<file path="src/lcc_pkg.sv">
// Shared types, class codes and digit helpers for the card number classifier.
// No dependencies.
package lcc_pkg;

  localparam int IN_W = 63;

  typedef logic [3:0] digit_t;
  typedef logic [1:0] card_class_t;

  localparam card_class_t CLASS_FIFTEEN = 2'd0;
  localparam card_class_t CLASS_SIXTEEN = 2'd1;
  localparam card_class_t CLASS_FOUR    = 2'd2;
  localparam card_class_t CLASS_INVALID = 2'd3;

  // Controls for one digit cell of the chain.
  typedef struct packed {
    logic clr;     // clear digit
    logic dabble;  // add-3 adjust and shift in one binary bit
    logic shift;   // take the digit of the upper neighbor
  } lcc_cell_ctrl_t;

  // Controls for the Luhn accumulator.
  typedef struct packed {
    logic clr;
    logic step;
  } lcc_acc_ctrl_t;

  // Doubled digit with its decimal digits summed.
  function automatic digit_t dbl_digit(input digit_t d);
    digit_t r;
    case (d)
      4'd0:    r = 4'd0;
      4'd1:    r = 4'd2;
      4'd2:    r = 4'd4;
      4'd3:    r = 4'd6;
      4'd4:    r = 4'd8;
      4'd5:    r = 4'd1;
      4'd6:    r = 4'd3;
      4'd7:    r = 4'd5;
      4'd8:    r = 4'd7;
      4'd9:    r = 4'd9;
      default: r = 4'd0;
    endcase
    return r;
  endfunction

endpackage

</file>
<file path="src/lcc_digit_cell.sv">
// One BCD digit cell of the conversion chain: double-dabble step or digit shift.
// Depends on lcc_pkg.
module lcc_digit_cell import lcc_pkg::*; (
  input  logic           clk,
  input  lcc_cell_ctrl_t ctrl,
  input  logic           bit_in,
  input  digit_t         digit_in,
  output logic           bit_out,
  output digit_t         digit_out
);

  digit_t digit_r, digit_nxt;
  digit_t adj;

  assign adj     = (digit_r >= 4'd5) ? digit_r + 4'd3 : digit_r;
  assign bit_out = adj[3];

  always_comb begin
    digit_nxt = digit_r;
    if (ctrl.clr) begin
      digit_nxt = '0;
    end else if (ctrl.dabble) begin
      digit_nxt = {adj[2:0], bit_in};
    end else if (ctrl.shift) begin
      digit_nxt = digit_in;
    end
  end

  always_ff @(posedge clk) begin
    digit_r <= digit_nxt;
  end

  assign digit_out = digit_r;

endmodule

</file>
<file path="src/lcc_luhn_acc.sv">
// Luhn accumulator at the bottom of the chain: sum mod 10, digit count, leading digits.
// Depends on lcc_pkg.
module lcc_luhn_acc import lcc_pkg::*; #(
  parameter int CNT_W = 5
) (
  input  logic          clk,
  input  logic          rst_n,
  input  lcc_acc_ctrl_t ctrl,
  input  digit_t        digit,
  output logic          sum_ok,
  output card_class_t   card_class
);

  logic [CNT_W-1:0] pos_r, pos_nxt;
  logic [CNT_W-1:0] count_r, count_nxt;
  digit_t           acc_r, acc_nxt;
  digit_t           lead_r, lead_nxt;
  digit_t           second_r, second_nxt;
  digit_t           prev_r, prev_nxt;
  digit_t           term;
  logic [4:0]       acc_sum;

  // position is 1-based; even positions get doubled
  assign term    = pos_nxt[0] ? digit : dbl_digit(digit);
  assign acc_sum = {1'b0, acc_r} + {1'b0, term};

  always_comb begin
    pos_nxt    = pos_r + 1'b1;
    acc_nxt    = acc_r;
    count_nxt  = count_r;
    lead_nxt   = lead_r;
    second_nxt = second_r;
    prev_nxt   = prev_r;
    if (ctrl.step) begin
      acc_nxt  = (acc_sum >= 5'd10) ? 4'(acc_sum - 5'd10) : acc_sum[3:0];
      prev_nxt = digit;
      if (digit != '0) begin
        count_nxt  = pos_nxt;
        lead_nxt   = digit;
        second_nxt = prev_r;
      end
    end
  end

  always_ff @(posedge clk) begin
    if (!rst_n || ctrl.clr) begin
      pos_r    <= '0;
      acc_r    <= '0;
      count_r  <= '0;
      lead_r   <= '0;
      second_r <= '0;
      prev_r   <= '0;
    end else if (ctrl.step) begin
      pos_r    <= pos_nxt;
      acc_r    <= acc_nxt;
      count_r  <= count_nxt;
      lead_r   <= lead_nxt;
      second_r <= second_nxt;
      prev_r   <= prev_nxt;
    end
  end

  always_comb begin
    sum_ok     = (count_r != '0) && (acc_r == '0);
    card_class = CLASS_INVALID;
    if (sum_ok) begin
      if (count_r == CNT_W'(15) && lead_r == 4'd3 && (second_r == 4'd4 || second_r == 4'd7))
      begin
        card_class = CLASS_FIFTEEN;
      end else if (count_r == CNT_W'(16) && lead_r == 4'd5 &&
                   second_r >= 4'd1 && second_r <= 4'd5) begin
        card_class = CLASS_SIXTEEN;
      end else if (lead_r == 4'd4 && (count_r == CNT_W'(13) || count_r == CNT_W'(16))) begin
        card_class = CLASS_FOUR;
      end
    end
  end

endmodule

</file>
<file path="src/luhn_card_number_classifier.sv">
// Top level of the Luhn card number classifier: digit cell chain, accumulator, control.
// Depends on lcc_pkg, lcc_digit_cell and lcc_luhn_acc.
// Flow: a bit-serial double-dabble pass over the chain, then a digit-serial Luhn pass and a
// finishing step; out_valid is a registered strobe raised after the finishing step.
// Start is taken only while idle, so items never overlap; the out_valid cycle is already idle.
// Reset (rst_n low, synchronous) returns to idle and drops any item in flight.
module luhn_card_number_classifier import lcc_pkg::*; #(
  parameter int MAX_DIGITS = 19
) (
  input  logic            clk,
  input  logic            rst_n,
  input  logic            start,
  output logic            busy,
  input  logic [IN_W-1:0] in_card_number,
  output logic            out_valid,
  output card_class_t     out_card_class,
  output logic            out_checksum_ok
);

  localparam int CNT_W  = $clog2(MAX_DIGITS + 1);
  localparam int STEP_W = $clog2(IN_W);

  localparam logic [1:0] ST_IDLE = 2'd0;
  localparam logic [1:0] ST_CONV = 2'd1;
  localparam logic [1:0] ST_LUHN = 2'd2;
  localparam logic [1:0] ST_FIN  = 2'd3;

  logic [1:0]        state_r, state_nxt;
  logic [STEP_W-1:0] step_r, step_nxt;
  logic [IN_W-1:0]   bin_r, bin_nxt;
  logic              ovf_r, ovf_nxt;
  logic              out_valid_r;
  card_class_t       out_card_class_r;
  logic              out_checksum_ok_r;
  logic              accept;

  lcc_cell_ctrl_t    cell_ctrl;
  lcc_acc_ctrl_t     acc_ctrl;
  logic              bit_w [MAX_DIGITS+1];
  digit_t            digit_w [MAX_DIGITS];
  logic              acc_ok;
  card_class_t       acc_class;

  assign busy   = (state_r != ST_IDLE);
  assign accept = start && !busy;

  assign cell_ctrl.clr    = accept;
  assign cell_ctrl.dabble = (state_r == ST_CONV);
  assign cell_ctrl.shift  = (state_r == ST_LUHN);
  assign acc_ctrl.clr     = accept;
  assign acc_ctrl.step    = (state_r == ST_LUHN);

  assign bit_w[0] = bin_r[IN_W-1];

  genvar gi;
  generate
    for (gi = 0; gi < MAX_DIGITS; gi++) begin : g_cell
      digit_t upper;
      if (gi == MAX_DIGITS - 1) begin : g_top
        assign upper = '0;
      end else begin : g_mid
        assign upper = digit_w[gi+1];
      end
      lcc_digit_cell u_cell (
        .clk       (clk),
        .ctrl      (cell_ctrl),
        .bit_in    (bit_w[gi]),
        .digit_in  (upper),
        .bit_out   (bit_w[gi+1]),
        .digit_out (digit_w[gi])
      );
    end
  endgenerate

  lcc_luhn_acc #(.CNT_W(CNT_W)) u_acc (
    .clk        (clk),
    .rst_n      (rst_n),
    .ctrl       (acc_ctrl),
    .digit      (digit_w[0]),
    .sum_ok     (acc_ok),
    .card_class (acc_class)
  );

  always_comb begin
    state_nxt = state_r;
    step_nxt  = step_r + 1'b1;
    bin_nxt   = bin_r;
    ovf_nxt   = ovf_r;
    case (state_r)
      ST_IDLE: begin
        if (accept) begin
          state_nxt = ST_CONV;
          step_nxt  = '0;
          bin_nxt   = in_card_number;
          ovf_nxt   = 1'b0;
        end
      end
      ST_CONV: begin
        bin_nxt = {bin_r[IN_W-2:0], 1'b0};
        // a bit leaving the top cell means the number has too many digits
        ovf_nxt = ovf_r | bit_w[MAX_DIGITS];
        if (step_r == STEP_W'(IN_W - 1)) begin
          state_nxt = ST_LUHN;
          step_nxt  = '0;
        end
      end
      ST_LUHN: begin
        if (step_r == STEP_W'(MAX_DIGITS - 1)) begin
          state_nxt = ST_FIN;
        end
      end
      ST_FIN: begin
        state_nxt = ST_IDLE;
      end
      default: begin
        state_nxt = ST_IDLE;
      end
    endcase
  end

  always_ff @(posedge clk) begin
    if (!rst_n) begin
      state_r     <= ST_IDLE;
      out_valid_r <= 1'b0;
    end else begin
      state_r     <= state_nxt;
      out_valid_r <= (state_r == ST_FIN);
    end
  end

  always_ff @(posedge clk) begin
    step_r <= step_nxt;
    bin_r  <= bin_nxt;
    ovf_r  <= ovf_nxt;
    if (state_r == ST_FIN) begin
      out_checksum_ok_r <= acc_ok && !ovf_r;
      out_card_class_r  <= ovf_r ? CLASS_INVALID : acc_class;
    end
  end

  assign out_valid       = out_valid_r;
  assign out_card_class  = out_card_class_r;
  assign out_checksum_ok = out_checksum_ok_r;

  a_start_busy: assert property (@(posedge clk) disable iff (!rst_n)
    accept |=> busy)
    else $error("accepted item did not raise busy");

  a_valid_single: assert property (@(posedge clk) disable iff (!rst_n)
    out_valid |=> !out_valid)
    else $error("result strobe longer than one cycle");

  a_valid_after_fin: assert property (@(posedge clk) disable iff (!rst_n)
    out_valid |-> $past(state_r) == ST_FIN)
    else $error("result strobe without finishing step");

  a_class_needs_ok: assert property (@(posedge clk) disable iff (!rst_n)
    out_valid && !out_checksum_ok |-> out_card_class == CLASS_INVALID)
    else $error("class given for failed checksum");

endmodule
</file>
<file path="config.mk">
export PLATFORM = sky130hd
export DESIGN_NAME = luhn_card_number_classifier
export DESIGN_NICKNAME = d
export VERILOG_FILES = /design/src/lcc_pkg.sv /design/src/lcc_digit_cell.sv /design/src/lcc_luhn_acc.sv /design/src/luhn_card_number_classifier.sv
export SDC_FILE = /design/constraint.sdc
export NUM_CORES = 1
export LEC_CHECK = 0
export BUFFER_PORTS_ARGS = -buffer_cell sky130_fd_sc_hd__buf_2
export CAP_MARGIN = 10
export CELL_PAD_IN_SITES_DETAIL_PLACEMENT = 1
export CELL_PAD_IN_SITES_GLOBAL_PLACEMENT = 2
export CORE_ASPECT_RATIO = 1.4
export CORE_UTILIZATION = 35
export DETAILED_ROUTE_END_ITERATION = 16
export PLACE_DENSITY_LB_ADDON = 0.25
export SETUP_SLACK_MARGIN = 0.05
export SLEW_MARGIN = 20
export SYNTH_ARGS = -nofsm -noshare
export SYNTH_HDL_FRONTEND = slang
export SYNTH_SLANG_ARGS = --single-unit
</file>
<file path="constraint.sdc">
create_clock -name clk -period 5.74 [get_ports clk]
set_input_delay 0.574 -clock clk [delete_from_list [all_inputs] [get_ports clk]]
set_output_delay 0.574 -clock clk [all_outputs]
set_load 0.03 [all_outputs]
</file>
==> results.cfg, run 1 <==
[power]
vdd_drop_max_v = 0.000433
netSwitchingPower_w = 0.00254
static-leakage-power_nw = 3.97
pwr_density_cell_mw_per_mm2 = 542
p_seq_share_pct = 36.4
total_power_w = 0.00602
power.share.clock_pct = 20.0
internal-power_w = 0.00348
p_sw_share_pct = 42.1
pwr-share-comb_pct = 43.6

[die]
core_mm2 = 0.0277
ioPinCount = 71
rows = 72
fp.dieW_um = 144
die_y_um = 200
start_util_pct = 35.6
die_area_mm2 = 0.0288

[min_path]
min_from = rst_n
min_path_type = in -> reg

[synthesis]
syn_nets = 1165
synth-seq-cells = 182
synth.area.top_cells = dfxtp_1 (23%), edfxtp_1 (20%), mux2_2 (7.2%), ha_1 (6.4%), nor2_1 (5.2%)
netlist_top_cells_count = nor2_1 (136), dfxtp_1 (115), inv_1 (69)
synthArstFlopShare_pct = 0
synth.distinct_cells = 54
synthFlopType = dfxtp_1
synthCells = 1048
synth_top_area_share_pct = 23.4
synth.most_common_cell = nor2_1
synth_area_leader_cell = dfxtp_1
syn_avg_cell_area_um2 = 9.40
yosys_warnings = 0
synth_edf_count = 67
ys_seq_area_share_pct = 43.8
netlist_area_mm2 = 0.00985

[critical_path]
crit_top_cell = buf_4
startpoint = state_r[1]
arrival_ns = 3.28
criticalPathCategory = reg -> reg
crit_fanout = 65
worstPathRequired_ns = 6.10
worstPathCellList = inv_1 -> ha_4 -> buf_4 -> buf_4 -> nand3_1 -> o21ai_0 -> nand2_1 -> a21oi_1
end_kind = flip-flop
crit_slowest_cell = buf_4
r2r-start = state_r[1]
max_stage_delay_ns = 0.70
cp-start-kind = flip-flop

[cells_and_area]
final_layout_size_suffix_gt1_share_pct = 16.7
diodes = 0
area_growth_pct = 12.7
nets = 1204
final_core_util_pct = 40.1
fill_cells = 3257

[placement]
dp_hpwl_mm = 15.6
io_buffers = 70
routabilityCongestion = 0.715
dpl_worst_slack_ns = 2.75

[routing]
drcViolationCount = 0
vias = 7517
avgRoutedWirePerCell_um = 15.5
vias_per_cell = 5.11
dr.first_iter.drc_count = 298
ant_nets = 0
first_pass_iters = 4
wl_mm = 22.8

[global_route]
grt-busiest-layer = met2
grt_pass1_wl_mm = 38.2
gr-usage-met3_pct = 2.53
grt-ovfl-total = 0
grt_max_degree = 69
use_met1_pct = 19.8
met2_usage_pct = 30.3
antenna_found_initial = 0
grt.total_usage_pct = 16.6
grt_pass1_vias = 7771

[clock_tree]
clock_sinks = 182
postCtsResizedCells = 0
cts_setup_buffers = 0
htree_levels = 4
cts_buffers = 17
clk_latency_ns = 0.45
root_buffer = clkbuf_16
cts_tree = done
path_clk_slew_ns = 0.07
clockBufferDepth = 2
hold_buffers = 0

[timing]
period_share_pct = 50.8
hold_viol = 0
fin_tns_setup_ns = 0
clock.fmax_mhz = 343
drv_slew = 0
rsz0062_at_grt = no
clock_skew_ns = 0.0118
max_slew_margin_pct = 34.8
timing.final.ws_setup_ns = 2.82
fin_crit_ns = 2.92
setup_viol = 0
tightest_slew_ns = 0.978

[outcome]
status = completed

[job]
maxCapViolations = 0
[power groups by stage]
stage               logic [W]  clock network (W)  registers [W]
finish                0.00263            0.00120        0.00219
global route          0.00301            0.00128        0.00226
CTS                   0.00269            0.00124        0.00220
detailed placement    0.00268                  0        0.00223
global placement      0.00262                  0        0.00222
floorplan             0.00215                  0        0.00211
[flip-flops by register name, summed over array words and instances (netlist names), named ones only]
register	count
bin_r	63
g_cell.u_cell.digit_out	76
out_card_class	2
out_checksum_ok	1
out_valid	1
ovf_r	1
state_r	2
step_r	6
u_acc.acc_r	4
u_acc.count_r	5
u_acc.lead_r	4
u_acc.pos_r	5
u_acc.prev_r	4
u_acc.second_r	4
[path summary, 6_finish.rpt]
path         slack, ns                             end  cells after the start
min reg2reg       0.46               u_acc.second_r[1]                      2
max reg2reg       2.82  g_cell[17].u_cell.digit_out[3]                      8
min               0.40                       out_valid                      2
max               2.82  g_cell[17].u_cell.digit_out[3]                      8
[logic make-up after synthesis]
kind of cell	synth area share, %
buffers and inverters	5.18
DFF	43.8
xor gates and xnor gates	2.94
muxes	11.2
and+or+nand+nor	14.5
AOI/OAI and AO/OA	15.9
adders and majority gates	6.56
[layout make-up]
type / count / area (µm²) / share of cell area (%)
clock inverters: 15 / 180 / 1.62
well taps: 370 / 463 / 4.17
clock buffers: 17 / 425 / 3.83
inverters: 70 / 263 / 2.37
multi-input cells: 740 / 5060 / 45.6
repair buffers: 76 / 395 / 3.56
flip-flops and latches: 182 / 4310 / 38.9
[cell usage in the layout, fill, tap and decap left out, drive strengths merged, types with 2 or more instances in the layout]
cell type	count
nor2	136
dfxtp	115
inv	79
buf	76
edfxtp	67
a21oi	65
mux2	63
nand2	60
ha	50
o21ai	47
nand3	43
a211oi	41
mux2i	39
nand2b	39
xnor2	24
a31oi	18
o21a	18
o31ai	17
a22oi	17
clkbuf	17
xor2	9
nor3	8
clkinv	6
and2	5
o22ai	4
nor4	4
nand4	4
a21o	3
nor2b	3
nand3b	3
a2111oi	3
a211o	2
o221ai	2
nand4b	2
nor4b	2
nor3b	2
[routing by layer]
metal | share of wire (%) | vias up | routed length, µm
met5 | 0 | - | 0
met4 | 1.0 | 0 | 238
met3 | 1.8 | 15 | 412
met2 | 53 | 54 | 12100
met1 | 44 | 3667 | 10000
li1 | - | 3781 | -
[stage by stage]
stage                     hold WS (ns)  instances  cell area (µm²)
after floorplan                  0.426       1048             9850
after global placement           0.443       1438            10500
after detailed placement         0.448       1438            10500
after CTS                        0.380       1470            11100
after global routing             0.406       1470            11100
final                            0.397       1470            11100
[worst max-delay path, delay by kind of cell, from the launching register on]
| family | cells | cell delay (ns) |
|---|---|---|
| adder cells (fa/ha/maj) | 1 | 0.42 |
| buffers and inverters | 3 | 1.52 |
| AO/OA/AOI/OAI | 2 | 0.28 |
| flip-flops | 1 | 0.35 |
| AND/OR/NAND/NOR | 2 | 0.24 |
Note: power is estimated with default switching activity, not from simulation.
==> run 2, diff against run 1 <==
Clock period 5.74 ns to 2.5 ns, I/O delays scaled along.
==> results.cfg, run 2 (synthesis gave the netlist of run 1 again) <==
[timing]
fin_crit_ns = 2.37
tightest_slew_ns = 0.715
max_slew_margin_pct = 52.3
clock_skew_ns = 0.0117
hold_viol = 0
setup_viol = 0
rsz0062_at_grt = no
drv_slew = 0
clock.fmax_mhz = 423
whs_ns = 0.0683
period_share_pct = 94.6

[routing]
drcViolationCount = 0
avgRoutedWirePerCell_um = 15.4
dr.first_iter.drc_count = 178
vias = 7547
vias_per_cell = 5.08
ant_nets = 0
first_pass_iters = 4
wl_mm = 22.9

[outcome]
status = completed

[die]
die_area_mm2 = 0.0288
start_util_pct = 35.6
ioPinCount = 71
core_mm2 = 0.0277
fp.dieW_um = 144
rows = 72
die_y_um = 200

[critical_path]
reg2reg_to = u_acc.acc_r[3]
worstPathRequired_ns = 2.89
arrival_ns = 2.76
cp-start-kind = flip-flop
startpoint = u_acc.pos_r[0]
crit_fanout = 7
criticalPathCategory = reg -> reg
r2r-start = u_acc.pos_r[0]
rr_worst_depth = 11
end_kind = flip-flop
r2r_slack_ns = 0.13
worstSetupEndpoint = u_acc.acc_r[3]

[clock_tree]
cts_buffers = 17
cts_tree = done
clockBufferDepth = 2
htree_levels = 4
path_clk_slew_ns = 0.07
clock_sinks = 182
hold_buffers = 0
root_buffer = clkbuf_16
clk_latency_ns = 0.45

[placement]
io_buffers = 70
place_area_mm2 = 0.0107
routabilityCongestion = 0.796
dp_hpwl_mm = 15.7

[min_path]
min_path_type = in -> reg
hold_depth = 2

[power]
pwr-share-comb_pct = 45.8
internal-power_w = 0.00819
power.share.clock_pct = 18.9
pwr_density_cell_mw_per_mm2 = 1240
vdd_drop_max_v = 0.000591
p_sw_share_pct = 41.6
netSwitchingPower_w = 0.00583
static-leakage-power_nw = 4.04
p_seq_share_pct = 35.4

[job]
maxCapViolations = 0

[global_route]
antenna_found_initial = 0
grt.total_usage_pct = 16.7
grt-ovfl-total = 0
grt_max_degree = 98
grt_pass1_vias = 7751
grt_pass1_wl_mm = 38.0

[cells_and_area]
final_cell_mix = nor2_1 (136), dfxtp_1 (114), buf_2 (70)
multiInputGateArea_mm2 = 0.00510
nets = 1221
area_growth_pct = 14.4
fin_area_mm2 = 0.0113
mostFrequentLayoutCell = nor2_1
final_core_util_pct = 40.7
largest_reg_flops = 76
seq_area_mm2 = 0.00432
final_layout_size_suffix_gt1_share_pct = 18.5
diodes = 0
fill_cells = 3176
## run 2: cell count changes in the layout (fill, tap and decap cells not counted), moves of 2 or more
| cell | before | now |
|---|---|---|
| ha_1 | 48 | 46 |
| clkinv_4 | 1 | 3 |
| buf_4 | 6 | 19 |
| clkinv_8 | 4 | 0 |
| buf_12 | 0 | 4 |
| clkinvlp_4 | 0 | 2 |
## run 2: metal layers
layer	track usage (%)	vias up	wire, µm
met5	0	-	0
met3	2.60	21	361
met1	18.9	3666	9950
met4	6.50	0	391
met2	30.7	47	12200
li1	-	3813	-
## run 2: layout make-up
cell class / instances / area share (%)
timing repair buffer: 93 / 5.09
tap: 370 / 4.11
clock buffer: 18 / 3.81
multi-input combinational: 740 / 45.2
clock inverter: 14 / 1.13
sequential: 182 / 38.3
inverter: 70 / 2.33
## run 2: what timing repair did
action	in CTS	in global routing
setup buffers	1	2
hold endpoints to repair	0	0
gates resized for setup	4	6
endpoints found under the setup margin	3	3
pin swaps	1	3
## run 2: power groups by stage
| stage | sequential (W) | combinational (W) | clock, W |
|---|---|---|---|
| 6_report | 0.00496 | 0.00642 | 0.00264 |
| 5_1_grt | 0.00512 | 0.00724 | 0.00283 |
| 4_1_cts | 0.00499 | 0.00649 | 0.00273 |
| 3_5_place_dp | 0.00504 | 0.00644 | 0 |
| 3_3_place_gp | 0.00501 | 0.00633 | 0 |
| 2_1_floorplan | 0.00481 | 0.00497 | 0 |
## run 2: per-stage QoR
stage	TNS [ns]	cells	total power [W]	setup WS (ns)
final	0	1487	0.0140	0.134
after floorplan	0	1048	0.00978	0.0522
after CTS	0	1485	0.0142	0.0558
after global routing	0	1487	0.0152	0.0279
after global placement	-0.00503	1452	0.0113	-0.00503
after detailed placement	-0.189	1452	0.0115	-0.0869
## run 2: worst max-delay path, stage by stage (launching register included)
cell and delay [ns]:
dfxtp_2 0.35, nand2_1 0.06, o21ai_0 0.09, ha_2 0.21, fa_2 0.43, xor2_2 0.21, inv_2 0.08, ha_4 0.19
a211oi_2 0.14, a21oi_1 0.07, a2111oi_2 0.36, a41o_1 0.13
## run 2: worst min path at each step
stage / startpoint / end / slack (ns)
floorplan: rst_n / out_valid / 0.37
global placement: step_r[0] / step_r[0] / 0.44
detailed placement: step_r[0] / step_r[0] / 0.45
CTS: rst_n / out_valid / 0.05
global route: rst_n / out_valid / 0.07
finish: rst_n / out_valid / 0.07
==> run 3, diff against run 2 <==
Settings changed: BUFFER_PORTS_ARGS -buffer_cell sky130_fd_sc_hd__buf_2 to -buffer_cell sky130_fd_sc_hd__buf_4, CORE_UTILIZATION 35 to 40.
Clock period 2.5 ns to 2.9 ns, I/O delays scaled along.
==> results.cfg, run 3 (synthesis gave the netlist of run 1 again) <==
[outcome]
status = completed

[routing]
drcViolationCount = 0
ant_nets = 0
first_pass_iters = 4
avgRoutedWirePerCell_um = 16.1
vias_per_cell = 5.32
wl_mm = 22.8
dr.first_iter.drc_count = 295
vias = 7542

[cells_and_area]
final_layout_size_suffix_gt1_share_pct = 17.3
area_growth_pct = 14.9
fill_cells = 2766
diodes = 0
mostFrequentLayoutCell = nor2_1
nets = 1212
largest_reg_flops = 76
multiInputGateArea_mm2 = 0.00507
final_core_util_pct = 47.0
seq_area_mm2 = 0.00432
final_cell_mix = nor2_1 (136), dfxtp_1 (114), buf_4 (82)

[critical_path]
r2r-start = g_cell[0].u_cell.digit_out[0]
crit_family = adder cells
reg2reg_to = u_acc.acc_r[1]
worst-path-buf-inv = 2
crit_fanout = 7
arrival_ns = 2.93
criticalPathCategory = reg -> reg
end_kind = flip-flop
worstSetupEndpoint = u_acc.acc_r[1]
cp-start-kind = flip-flop
worstPathCellList = inv_1 -> o21ai_0 -> ha_1 -> fa_1 -> xor2_2 -> inv_1 -> ha_1 -> o221ai_1 -> a31oi_2 -> xnor2_1 -> mux2i_1 -> nor2_1
worstPathRequired_ns = 3.22
crit_slowest_cell = fa_1
r2r_slack_ns = 0.29
worstSetupPathDepth = 12
startpoint = g_cell[0].u_cell.digit_out[0]
max_stage_delay_ns = 0.45
rr_worst_depth = 12

[min_path]
min_path_type = in -> reg
hold_depth = 2

[timing]
fin_crit_ns = 2.61
period_share_pct = 90.0
clock.fmax_mhz = 383
hold_viol = 0
rsz0062_at_grt = no
tightest_slew_ns = 0.778
max_slew_margin_pct = 47.8
setup_viol = 0
clock_skew_ns = 0.00973
fin_tns_setup_ns = 0
drv_slew = 0

[die]
fp.dieW_um = 135
start_util_pct = 40.9
die_area_mm2 = 0.0253
ioPinCount = 71
die_y_um = 188
rows = 67
core_mm2 = 0.0241

[global_route]
antenna_found_initial = 0
grt-ovfl-total = 0
grt.total_usage_pct = 19.3
grt_max_degree = 69
grt_pass1_vias = 7919
grt_pass1_wl_mm = 39.0

[placement]
routabilityCongestion = 0.729
io_buffers = 70
dp_hpwl_mm = 15.5

[clock_tree]
clk_latency_ns = 0.44
cts_buffers = 17
clockBufferDepth = 2
path_clk_slew_ns = 0.07
hold_buffers = 0
cts_tree = done
root_buffer = clkbuf_16
htree_levels = 4
clock_sinks = 182

[power]
static-leakage-power_nw = 4.08
pwr_density_cell_mw_per_mm2 = 1070
vdd_drop_max_v = 0.000596

[job]
maxCapViolations = 0
run 3: cell count changes in the layout (fill, tap and decap cells not counted), moves of 2 or more:
| cell | before | now |
|---|---|---|
| inv_8 | 5 | 2 |
| clkbuf_16 | 17 | 20 |
| inv_1 | 68 | 70 |
| buf_4 | 19 | 82 |
| buf_2 | 70 | 0 |
| ha_1 | 46 | 48 |
| buf_12 | 4 | 2 |
run 3: area by class of cell:
class,count,area share [%]
tap,310,3.43
clock inverter,10,0.951
inverter,70,2.32
clock buffer,22,4.49
sequential,182,38.2
timing repair buffer,84,5.80
multi-input combinational,740,44.9
run 3: worst min-delay path by stage:
stage / slack [ns] / to / start
final: 0.09 / out_valid / rst_n
after global routing: 0.09 / out_valid / rst_n
after CTS: 0.07 / out_valid / rst_n
after detailed placement: 0.45 / step_r[0] / step_r[0]
after global placement: 0.44 / step_r[0] / step_r[0]
after floorplan: 0.41 / out_valid / rst_n
run 3: worst register-to-register path, delay by kind of cell (launching register included):
family          cells  cell delay, ns
flops               1            0.35
buf+inv             2            0.18
simple gates        1            0.06
compound gates      3            0.53
xor+xnor            2            0.27
mux                 1            0.15
fa+ha+maj           3            0.95
run 3: repair_timing:
action                     CTS  global route
setup endpoints to repair    0             2
gates resized for setup      0             3
buffers inserted             0             0
run 3: layer usage:
metal,vias to the layer above,track usage (%),share of wire (%)
met5,-,0,0
met4,0,7.13,2.0
met3,28,2.92,1.9
met2,65,35.1,52
met1,3651,22.5,44
li1,3798,-,-
run 3: power breakdown:
group | switching (W) | internal, W | total (W)
clock network | 0.00107 | 0.00136 | 0.00243
registers | 0.000646 | 0.00366 | 0.00431
logic | 0.00320 | 0.00216 | 0.00536
total | 0.00491 | 0.00718 | 0.0121
run 3: metrics by stage:
stage | instance area, µm² | hold WS [ns] | worst slack [ns] | instances | power, W
3_5_place_dp | 10700 | 0.454 | 0.243 | 1386 | 0.00979
2_1_floorplan | 9860 | 0.412 | 0.317 | 1048 | 0.00843
3_3_place_gp | 10700 | 0.445 | 0.338 | 1386 | 0.00964
6_report | 11300 | 0.0890 | 0.291 | 1418 | 0.0121
4_1_cts | 11300 | 0.0705 | 0.211 | 1418 | 0.0123
5_1_grt | 11300 | 0.0944 | 0.0766 | 1418 | 0.0131
